## config.mk

```make
export PLATFORM = sky130hd
export DESIGN_NAME = multi_queue_shared_buffer
export DESIGN_NICKNAME = d
export VERILOG_FILES = /design/src/hw/rtl/mqsb_pkg.sv /design/src/hw/rtl/mqsb_ram.sv /design/src/hw/rtl/mqsb_ctrl.sv /design/src/hw/rtl/multi_queue_shared_buffer.sv
export SDC_FILE = /design/constraint.sdc
export NUM_CORES = 1
export LEC_CHECK = 0
export ABC_AREA = 1
export BUFFER_PORTS_ARGS = -buffer_cell sky130_fd_sc_hd__clkbuf_2
export CAP_MARGIN = 20
export CORE_ASPECT_RATIO = 0.6
export CORE_MARGIN = 5
export CORE_UTILIZATION = 56
export DETAILED_ROUTE_END_ITERATION = 8
export GPL_TIMING_DRIVEN = 0
export PLACE_DENSITY_LB_ADDON = 0.25
export SETUP_SLACK_MARGIN = 0.1
export SLEW_MARGIN = 20
export SYNTH_ARGS = -nofsm -noshare
export SYNTH_HDL_FRONTEND = slang
export SYNTH_HIERARCHICAL = 1
export SYNTH_SLANG_ARGS = --single-unit
```

## constraint.sdc

```tcl
create_clock -name i_clk -period 3.1 [get_ports i_clk]
set_input_delay 0.62 -clock i_clk [delete_from_list [all_inputs] [get_ports i_clk]]
set_output_delay 0.62 -clock i_clk [all_outputs]
set_load 0.005 [all_outputs]
```

## src/hw/rtl/mqsb_pkg.sv

```systemverilog
// package for the multi-queue shared buffer
// holds the default sizes, operation and status codes, and the item structs
package mqsb_pkg;

    localparam int MQSB_SLOTS  = 16;
    localparam int MQSB_QUEUES = 4;

    localparam int DATA_W = 32;
    localparam int QID_W  = 2;

    typedef enum logic {
        OP_PUSH = 1'b0,
        OP_POP  = 1'b1
    } t_op;

    typedef enum logic [1:0] {
        ST_OK        = 2'd0,
        ST_OVERFLOW  = 2'd1,
        ST_UNDERFLOW = 2'd2
    } t_status;

    typedef struct packed {
        t_op                      operation;
        logic [QID_W-1:0]         queue_id;
        logic signed [DATA_W-1:0] data_in;
    } t_in_item;

    typedef struct packed {
        t_status                  status;
        logic signed [DATA_W-1:0] data_out;
    } t_out_item;

    // decision of the pointer logic for one word
    typedef struct packed {
        t_status status;
        logic    push_ok;
        logic    pop_ok;
    } t_ctrl_flags;

endpackage

```

## src/hw/rtl/mqsb_ram.sv

```systemverilog
// generic single write port, single read port ram with registered read data
// depends on nothing
module mqsb_ram #(
    parameter int WIDTH = 32,
    parameter int DEPTH = 16,
    localparam int AW = (DEPTH > 1) ? $clog2(DEPTH) : 1
) (
    input  logic             i_clk,
    input  logic             i_we,
    input  logic [AW-1:0]    i_waddr,
    input  logic [WIDTH-1:0] i_wdata,
    input  logic             i_re,
    input  logic [AW-1:0]    i_raddr,
    output logic [WIDTH-1:0] o_rdata
);

    logic [WIDTH-1:0] r_mem [DEPTH];
    logic [WIDTH-1:0] r_rdata;

    always_ff @(posedge i_clk) begin
        if (i_we) begin
            r_mem[i_waddr] <= i_wdata;
        end
        if (i_re) begin
            r_rdata <= r_mem[i_raddr];
        end
    end

    assign o_rdata = r_rdata;

endmodule

```

## src/hw/rtl/mqsb_ctrl.sv

```systemverilog
// queue head/tail pointers, free list head, fill count and slot links
// depends on mqsb_pkg
module mqsb_ctrl #(
    parameter int SLOTS  = mqsb_pkg::MQSB_SLOTS,
    parameter int QUEUES = mqsb_pkg::MQSB_QUEUES,
    localparam int IDX_W = $clog2(SLOTS)
) (
    input  logic                     i_clk,
    input  logic                     i_rst_n,
    input  logic                     i_fire,
    input  mqsb_pkg::t_op            i_op,
    input  logic [mqsb_pkg::QID_W-1:0] i_queue_id,
    output mqsb_pkg::t_ctrl_flags    o_flags,
    output logic [IDX_W-1:0]         o_slot
);
    import mqsb_pkg::*;

    localparam int PTR_W  = $clog2(SLOTS + 1);
    localparam int QIDX_W = (QUEUES > 1) ? $clog2(QUEUES) : 1;
    localparam logic [PTR_W-1:0] NULL_PTR = PTR_W'(SLOTS);

    // slots at or above the fill count have no stored link; their next free slot is the slot index plus one
    logic [PTR_W-1:0] r_link [SLOTS];
    logic [PTR_W-1:0] r_head [QUEUES];
    logic [PTR_W-1:0] r_tail [QUEUES];
    logic [PTR_W-1:0] r_free;
    logic [PTR_W-1:0] r_fill;

    logic [PTR_W-1:0]  n_free;
    logic [PTR_W-1:0]  n_fill;
    logic [PTR_W-1:0]  n_head_q;
    logic [PTR_W-1:0]  n_tail_q;

    logic [QIDX_W-1:0] q_idx;
    logic              q_ok;
    logic [PTR_W-1:0]  head_q;
    logic [PTR_W-1:0]  tail_q;
    logic              free_ok;
    logic              head_ok;
    logic              tail_ok;
    logic              is_push;
    logic              push_ok;
    logic              pop_ok;
    logic [IDX_W-1:0]  slot;
    logic [PTR_W-1:0]  slot_ptr;
    logic [PTR_W-1:0]  nxt;
    logic              link_we;
    logic [IDX_W-1:0]  link_addr;
    logic [PTR_W-1:0]  link_data;

    always_comb begin
        q_idx    = QIDX_W'(i_queue_id);
        q_ok     = (int'(i_queue_id) < QUEUES);
        head_q   = r_head[q_idx];
        tail_q   = r_tail[q_idx];
        free_ok  = (r_free < NULL_PTR);
        head_ok  = (head_q < NULL_PTR);
        tail_ok  = (tail_q < NULL_PTR);
        is_push  = (i_op == OP_PUSH);
        push_ok  = is_push && q_ok && free_ok;
        pop_ok   = !is_push && q_ok && head_ok;
        slot     = is_push ? r_free[IDX_W-1:0] : head_q[IDX_W-1:0];
        slot_ptr = PTR_W'(slot);
        nxt      = (slot_ptr >= r_fill) ? slot_ptr + PTR_W'(1) : r_link[slot];

        n_free    = r_free;
        n_fill    = r_fill;
        n_head_q  = head_q;
        n_tail_q  = tail_q;
        link_we   = 1'b0;
        link_addr = slot;
        link_data = r_free;

        if (push_ok) begin
            n_free = nxt;
            if (r_free == r_fill) begin
                n_fill = r_fill + PTR_W'(1);
            end
            if (!head_ok) begin
                n_head_q = slot_ptr;
            end else if (tail_ok) begin
                link_we   = 1'b1;
                link_addr = tail_q[IDX_W-1:0];
                link_data = slot_ptr;
            end
            n_tail_q = slot_ptr;
        end else if (pop_ok) begin
            // the tail slot is the last one, its link is never looked at
            if (head_q == tail_q) begin
                n_head_q = NULL_PTR;
                n_tail_q = NULL_PTR;
            end else begin
                n_head_q = nxt;
            end
            link_we   = 1'b1;
            link_data = free_ok ? r_free : NULL_PTR;
            n_free    = slot_ptr;
        end

        if (is_push) begin
            o_flags.status = push_ok ? ST_OK : ST_OVERFLOW;
        end else begin
            o_flags.status = pop_ok ? ST_OK : ST_UNDERFLOW;
        end
        o_flags.push_ok = push_ok;
        o_flags.pop_ok  = pop_ok;
        o_slot          = slot;
    end

    always_ff @(posedge i_clk) begin
        if (!i_rst_n) begin
            r_free <= '0;
            r_fill <= '0;
            for (int i = 0; i < QUEUES; i++) begin
                r_head[i] <= NULL_PTR;
                r_tail[i] <= NULL_PTR;
            end
        end else if (i_fire) begin
            r_free <= n_free;
            r_fill <= n_fill;
            if (push_ok || pop_ok) begin
                r_head[q_idx] <= n_head_q;
                r_tail[q_idx] <= n_tail_q;
            end
        end
    end

    always_ff @(posedge i_clk) begin
        if (i_fire && link_we) begin
            r_link[link_addr] <= link_data;
        end
    end

endmodule

```

## src/hw/rtl/multi_queue_shared_buffer.sv

```systemverilog
// top level of the multi-queue shared buffer: input register, pointer logic,
// slot data ram and result register; depends on mqsb_pkg, mqsb_ctrl, mqsb_ram
//
//  channel | direction | handshake                 | payload
//  in      | input     | i_in_valid / o_in_ready   | i_in_item  (t_in_item)
//  out     | output    | o_out_valid / i_out_ready | o_out_item (t_out_item)
//
// one word is taken every cycle while the result is not stalled; its result is registered in the result stage
// (the input register feeds the pointer update and data ram read, which load the result stage)
// the pointer, free list and link update of one word happens at once, when that word fires
// reset is synchronous: all queues empty, every slot on the free list, no wait
// a stalled result holds; the input register still takes one more word
module multi_queue_shared_buffer #(
    parameter int SLOTS  = mqsb_pkg::MQSB_SLOTS,
    parameter int QUEUES = mqsb_pkg::MQSB_QUEUES
) (
    input  logic                i_clk,
    input  logic                i_rst_n,
    input  logic                i_in_valid,
    output logic                o_in_ready,
    input  mqsb_pkg::t_in_item  i_in_item,
    output logic                o_out_valid,
    input  logic                i_out_ready,
    output mqsb_pkg::t_out_item o_out_item
);
    import mqsb_pkg::*;

    localparam int IDX_W = $clog2(SLOTS);

    logic        r_in_valid;
    t_in_item    r_in;
    logic        r_out_valid;
    t_ctrl_flags r_flags;

    logic              fire;
    t_ctrl_flags       flags;
    logic [IDX_W-1:0]  slot;
    logic [DATA_W-1:0] rdata;

    assign fire       = r_in_valid && (!r_out_valid || i_out_ready);
    assign o_in_ready = !r_in_valid || fire;

    always_ff @(posedge i_clk) begin
        if (!i_rst_n) begin
            r_in_valid <= 1'b0;
        end else if (o_in_ready) begin
            r_in_valid <= i_in_valid;
        end
    end

    always_ff @(posedge i_clk) begin
        if (o_in_ready && i_in_valid) begin
            r_in <= i_in_item;
        end
    end

    mqsb_ctrl #(
        .SLOTS  (SLOTS),
        .QUEUES (QUEUES)
    ) u_ctrl (
        .i_clk      (i_clk),
        .i_rst_n    (i_rst_n),
        .i_fire     (fire),
        .i_op       (r_in.operation),
        .i_queue_id (r_in.queue_id),
        .o_flags    (flags),
        .o_slot     (slot)
    );

    mqsb_ram #(
        .WIDTH (DATA_W),
        .DEPTH (SLOTS)
    ) u_data_ram (
        .i_clk   (i_clk),
        .i_we    (fire && flags.push_ok),
        .i_waddr (slot),
        .i_wdata (r_in.data_in),
        .i_re    (fire && flags.pop_ok),
        .i_raddr (slot),
        .o_rdata (rdata)
    );

    always_ff @(posedge i_clk) begin
        if (!i_rst_n) begin
            r_out_valid <= 1'b0;
        end else if (fire) begin
            r_out_valid <= 1'b1;
        end else if (i_out_ready) begin
            r_out_valid <= 1'b0;
        end
    end

    always_ff @(posedge i_clk) begin
        if (fire) begin
            r_flags <= flags;
        end
    end

    // ram read data only moves on a new pop, so it holds through a stall
    always_comb begin
        o_out_valid         = r_out_valid;
        o_out_item.status   = r_flags.status;
        o_out_item.data_out = r_flags.pop_ok ? rdata : '0;
    end

endmodule

```

==> results of run 1 <==
synth_stat cells, drive strengths merged (2+ instances only):
cell,instances,area (um^2)
a221oi,4,35.0
ha,7,87.6
xor2,3,26.3
clkbuf,17,63.8
a21oi,30,154
nor2,71,295
nand3,522,2650
nand3b,2,15.0
xnor2,2,17.5
dfxtp,12,240
nand4,2,12.5
nand2,884,3380
buf,122,906
nor3b,2,15.0
edfxtp,702,21100
nor3,6,30.0
o21ai,24,139
a31oi,2,12.5
inv,484,1820
what timing repair did:
| item | 4_1_cts | 5_1_grt |
|---|---|---|
| setup buffers | 29 | 24 |
| gates cloned | 0 | 2 |
| gates resized for setup | 63 | 158 |
| pin swaps | 18 | 22 |
| setup endpoints to repair | 654 | 456 |
state kept, by name (all words and copies together) (netlist names):
| name | flops |
|---|---|
| u_data_ram/r_mem | 512 |
| u_ctrl/r_link | 80 |
| r_in | 35 |
| u_data_ram/o_rdata | 32 |
| u_ctrl/r_head | 20 |
| u_ctrl/r_tail | 20 |
| u_ctrl/r_fill | 5 |
| u_ctrl/r_free | 5 |
| o_out_item | 2 |
| o_out_valid | 1 |
| r_flags | 1 |
| r_in_valid | 1 |
logic make-up (layout without fill, tap and decap cells):
group	count (synthesis)	in the layout
simple gates	1490	1490
flops	714	714
buf+inv	623	888
compound gates	67	67
fa+ha+maj	7	7
xor+xnor	5	5
other cells	0	1
worst max-delay path by stage:
stage | startpoint | endpoint | cells after the start
after floorplan | r_in[34] | u_data_ram/r_mem[12][0] | 8
after global placement | r_in[33] | u_data_ram/r_mem[3][20] | 10
after detailed placement | r_in[33] | u_ctrl/r_head[2][1] | 19
after CTS | r_in[32] | u_ctrl/r_head[2][3] | 22
after global routing | r_in[32] | u_ctrl/r_head[2][3] | 22
final | r_in[32] | u_ctrl/r_head[2][1] | 21
per-layer routing:
metal | GRT usage, % | wire length (um) | vias to the layer above
met5 | 0 | 26 | -
met1 | 45.4 | 37600 | 10800
met2 | 42.7 | 38200 | 1663
li1 | - | - | 9973
met4 | 8.09 | 2540 | 4
met3 | 8.53 | 13900 | 221
report_power, final:
group / internal (mW) / total [mW] / leakage (nW) / switching [mW]
clock network: 4.45 / 7.96 / 1.01 / 3.51
logic: 0.783 / 2.59 / 7.73 / 1.80
registers: 10.7 / 10.9 / 6.49 / 0.142
worst register-to-register path, delay by kind of cell (launching register included):
family / cells / cell delay (ps)
AND/OR/NAND/NOR: 9 / 790
buffers and inverters: 6 / 760
flip-flops: 1 / 500
AO/OA/AOI/OAI: 5 / 460
adder cells (fa/ha/maj): 1 / 250
per-stage QoR:
step	total power [mW]	cell area (um^2)	hold WS (ps)
floorplan	12.4	31000	440
global placement	13.2	32300	449
detailed placement	13.3	33000	473
CTS	21.2	35600	173
global route	22.1	36500	170
finish	21.4	36500	197
final cells by class:
cell class                      count  share of cell area, %
Sequential cell                   714                   58.5
Multi-Input combinational cell   1569                   21.0
Inverter                          484                   5.04
Clock buffer                       83                   4.94
Timing Repair Buffer              152                   4.34
Buffer                            139                   3.03
Tap cell                          714                   2.45
Clock inverter                     30                  0.704
Antenna cell                        1                0.00686
==> run metrics, run 1 <==
fin crit period between 3000 and 4000 ps; die footprint 0.0604 mm^2; Top FF cell, synth edfxtp_1; library cells used by synthesis between 40 and 50; DR vias 22,700; most common cell after layout, fill and taps aside nand2_1; fin crit share between 90 and 100%; Die Y 192 um; CP delay by family, top simple AND/OR/NAND/NOR gates; RR Startpoint r_in[32]; Iter 0 DRT Violations 3,472; via density per instance 5.84; share of post-route cells with drive strength above 1 16.7%; min-delay src i_in_item[1]; final-report max-slew violation count 0; MaxCap Viol Count 0; Top-Level Pins 75; fillers 3,869; class of the worst hold path input pin to flop; # DRC 0; CTS Buf Count 66; ANT nets after route 0; H-tree Lvls 3; RSZ-0062 raised after global routing true; flop2flop setup slack 30 ps; Layout area overhead 17.5%; pwr/cell area 588 mW/mm^2; reg2reg end u_ctrl/r_head[2][1]; DP Cell Count about 3,700; critical setup path kind flop to flop; gr usage total 29.9%; WL final 92.3 mm; Syn Nets approximately 3,000; Finished Layout Cells between 3,000 and 4,000; first-pass GRT wire length 133 mm; Avg Inst Size Synth 10.7 um^2; WHS Path Cells 1; nets around 3,200; Slowest-stage cell, CP edfxtp_1; hold_buf cts 0; largest family of logic cells by synthesized area simple AND/OR/NAND/NOR gates; vias in the first global route ~21,000; router iterations before antenna repair 6; routed len/inst 23.8 um; Setup crit start kind flop; register area share after synthesis 68.7%; initial antenna violation count 2; VDD IR-drop max around 0.43 mV; post-synthesis adder-cell area fraction 0.282%; Hold EP r_in[1]; commonest non-fill, non-tap cells in the layout nand2_1, edfxtp_1, nand3_1, inv_1, clkbuf_2; leak pwr roughly 15 nW; clk_lat worst skew 610 ps; critical path's most frequent cell nand2_4; Mapped Area 0.0310 mm^2; maximum root-to-sink buffer count 3; grt total ovfl 0; Synth Area in XOR/XNOR 0.141%; Initial Util 56.9%; synthesized flop and latch total 714; FMAX 326 MHz; WP buf/inv 6; CTS root buffer clkbuf_16; Clock Skew roughly 38 ps; CTS tree done; CP peak stage delay approximately 500 ps; crit-path cells buf_6, buf_8, nand2_4, nand3_4, nand2_4, o21ai_4, buf_12, ha_4, o21ai_2, inv_1, o21ai_1, inv_1, o21ai_2, a21oi_4, clkinv_4, nand3_4, nand2_4, nand2_2, nand2_2, nand2_4, nor2_1; slew at the pin closest to its max-slew limit 989 ps; mux cell area share after synthesis 0%; final weighted congestion of routability-driven global placement between 0.9 and 1; status complete, no violations; Core ar. 0.0545 mm^2; IO buf count 74; worst r2r path cells 21; final setup fails 0; total clock sinks 714; Synth Area in Simple Gates 20.6%; Reg clk slew, reported paths 60 ps; crit end category flop; fin util about two thirds; Reg area 0.0213 mm^2; fraction of the mapped netlist area in compound gates under 10%; final worst slack 33.5 ps; worst path arrival time 3380 ps; largest net degree at the start of global routing 36; Die X ~310 um; Post-synth EDFFs 702; Async SR Flop Fraction 0%; total negative setup slack 0 ps; required time of the critical path 3410 ps; Post-Syn Instances 2,906; Multi-input gate area ~0.0077 mm^2; worst slack, placed -782 ps; Site Rows 66; Critical Path Fanout Max 5; synth warn 6; final hold viol count 0; DPL Wire Length 60.2 mm; Max transition margin 34.1%
No activity file was read; power rests on OpenSTA's default activity.
==> inputs of run 2 (changes only) <==
- CORE_UTILIZATION: 56 -> 40
==> run metrics, run 2 (same netlist as run 1, synthesis figures left out) <==
FMAX 318 MHz (-2.4%); total negative setup slack -144 ps (-144 ps); IO buf count 74 (unchanged); largest reg by FF count u_data_ram/r_mem; ant diodes 0 (-1); ANT nets after route 0 (unchanged); Layout area overhead 19.6%; class of the worst hold path input pin to flop; Site Rows 79 (+20%); first-pass GRT wire length 132 mm (-0.89%); WL final 92.0 mm (-0.39%); initial antenna violation count 1 (-1); Iter 0 DRT Violations 3,034 (-13%); via density per instance 5.11 (-12%); router iterations before antenna repair 6 (unchanged); maximum root-to-sink buffer count 3 (unchanged); Top-Level Pins 75 (unchanged); critical setup path kind flop to flop; share of post-route cells with drive strength above 1 16.8% (+0.18 points); final setup fails 4 (+4); Initial Util 40.2% (-17 points); slew at the pin closest to its max-slew limit 910 ps (-79.0 ps); MaxCap Viol Count 0 (unchanged); top sig layer met4; commonest non-fill, non-tap cells in the layout nand2_1, edfxtp_1, nand3_1, inv_1, clkbuf_2; fin crit period 3140 ps (+76.9 ps); die footprint 0.0834 mm^2 (+38%); fillers 6,836 (+77%); # DRC 0 (unchanged); final hold viol count 0 (unchanged); Setup crit start kind flop; DR vias 21,700 (-4.4%); CTS root buffer clkbuf_16; Largest register FFs 512 (unchanged); final weighted congestion of routability-driven global placement 0.862 (-9.1%); Die Y 226 um (+17%); CTS tree done; failing checks setup timing; gr usage total 21.7% (-8.2 points); final-report max-slew violation count 0 (unchanged); worst-case hold slack 170 ps (-27.1 ps); largest net degree at the start of global routing 24 (-33%); WHS Path Cells 1 (unchanged); final worst slack -43.4 ps (-76.9 ps); grt total ovfl 0 (unchanged); Max transition margin 39.4% (+5.3 points); Critical Path Fanout Max 7 (+2); Core ar. 0.0772 mm^2 (+42%); Die X 370 um (+18%); vias in the first global route 19,500 (-8.6%); leak pwr 15.3 nW (+0.57%); met2 WL 36.1 mm (-5.6%); pwr/cell area 583 mW/mm^2 (-0.92%); CTS Buf Count 69 (+4.5%); VDD IR-drop max 0.400 mV (-6.7%); worst path arrival time 3610 ps (+230 ps); H-tree Lvls 3 (unchanged); most common cell after layout, fill and taps aside nand2_1; Met1 Wirelength 42.6 mm (+13%); routed len/inst 21.7 um (-8.8%); required time of the critical path 3570 ps (+160 ps); status complete, but fails checks; nets 3,185 (+0.41%); biggest regs u_data_ram/r_mem x512, u_ctrl/r_link x80, r_in x35; Reg clk slew, reported paths 60 ps (about the same); RSZ-0062 raised after global routing true; total clock sinks 714 (unchanged); worst r2r path cells 19 (-9.5%); crit end category flop; DPL Wire Length 60.9 mm (+1.1%); clk_lat worst skew 620 ps (about the same); fin crit share 101% (+2.5 points); Clock Skew 19.2 ps (-18.8 ps); met3 WL post-DR 10.8 mm (-22%)
[run 2: stage by stage]
stage / cells / power [mW] / setup slack (ps) / area, um^2 / utilization (%)
floorplan: 2906 / 12.4 / -161 / 31000 / -
global placement: 4033 / 13.3 / -2730 / 32700 / 42.4
detailed placement: 4061 / 13.3 / -853 / 33500 / 43.4
CTS: 4220 / 21.5 / 8.31 / 36400 / 47.1
global route: 4243 / 22.3 / -65.7 / 37100 / 48.1
finish: 4243 / 21.6 / -43.4 / 37100 / 48.1
[run 2: layout make-up]
class / count / area [um^2] / area share (%)
buffer: 138 / 1150 / 3.09
clock buffer: 87 / 1880 / 5.06
clock inverter: 35 / 244 / 0.657
inverter: 484 / 1840 / 4.96
multi-input combinational: 1569 / 7630 / 20.6
sequential: 714 / 21300 / 57.4
tap: 1053 / 1320 / 3.55
timing repair buffer: 163 / 1750 / 4.70
[run 2: what timing repair did]
item,CTS,global route
hold buffers,0,0
buffers inserted,37,23
gates cloned,0,1
pin swaps,16,29
endpoints found under the setup margin,705,537
resized for setup,89,139
[run 2: final timing paths]
path | end | startpoint | slack, ps
max | u_ctrl/r_head[0][4] | r_in[32] | -40
min | r_in[15] | i_in_item[15] | 170
max reg2reg | u_ctrl/r_head[0][4] | r_in[32] | -40
min reg2reg | o_out_valid | r_in_valid | 470
[run 2: metal layers]
metal / up-vias / GRT usage (%)
met5: - / 0
met4: 0 / 5.71
met3: 173 / 5.66
met2: 1175 / 29.1
met1: 10300 / 34.4
li1: 10000 / -
[run 2: critical path, stage by stage, from the launching register on]
cell and delay, ps:
edfxtp_1 410, buf_12 170, clkinv_8 50, buf_8 100, buf_6 110, nand2_4 50
nand3_4 80, nand2_4 80, o21ai_4 190, buf_12 160, buf_4 110, buf_4 130
buf_4 190, ha_1 190, nand2_1 150, o21ai_0 420, nand2_4 130, nand2_4 100
nand2_4 80, nand3_2 80
[run 2: power by group]
part           switching (mW)  internal (mW)  leakage, nW
combinational            1.79          0.801         7.79
sequential              0.140           10.7         6.49
clock                    3.61           4.54         1.03
total                    5.54           16.1         15.3
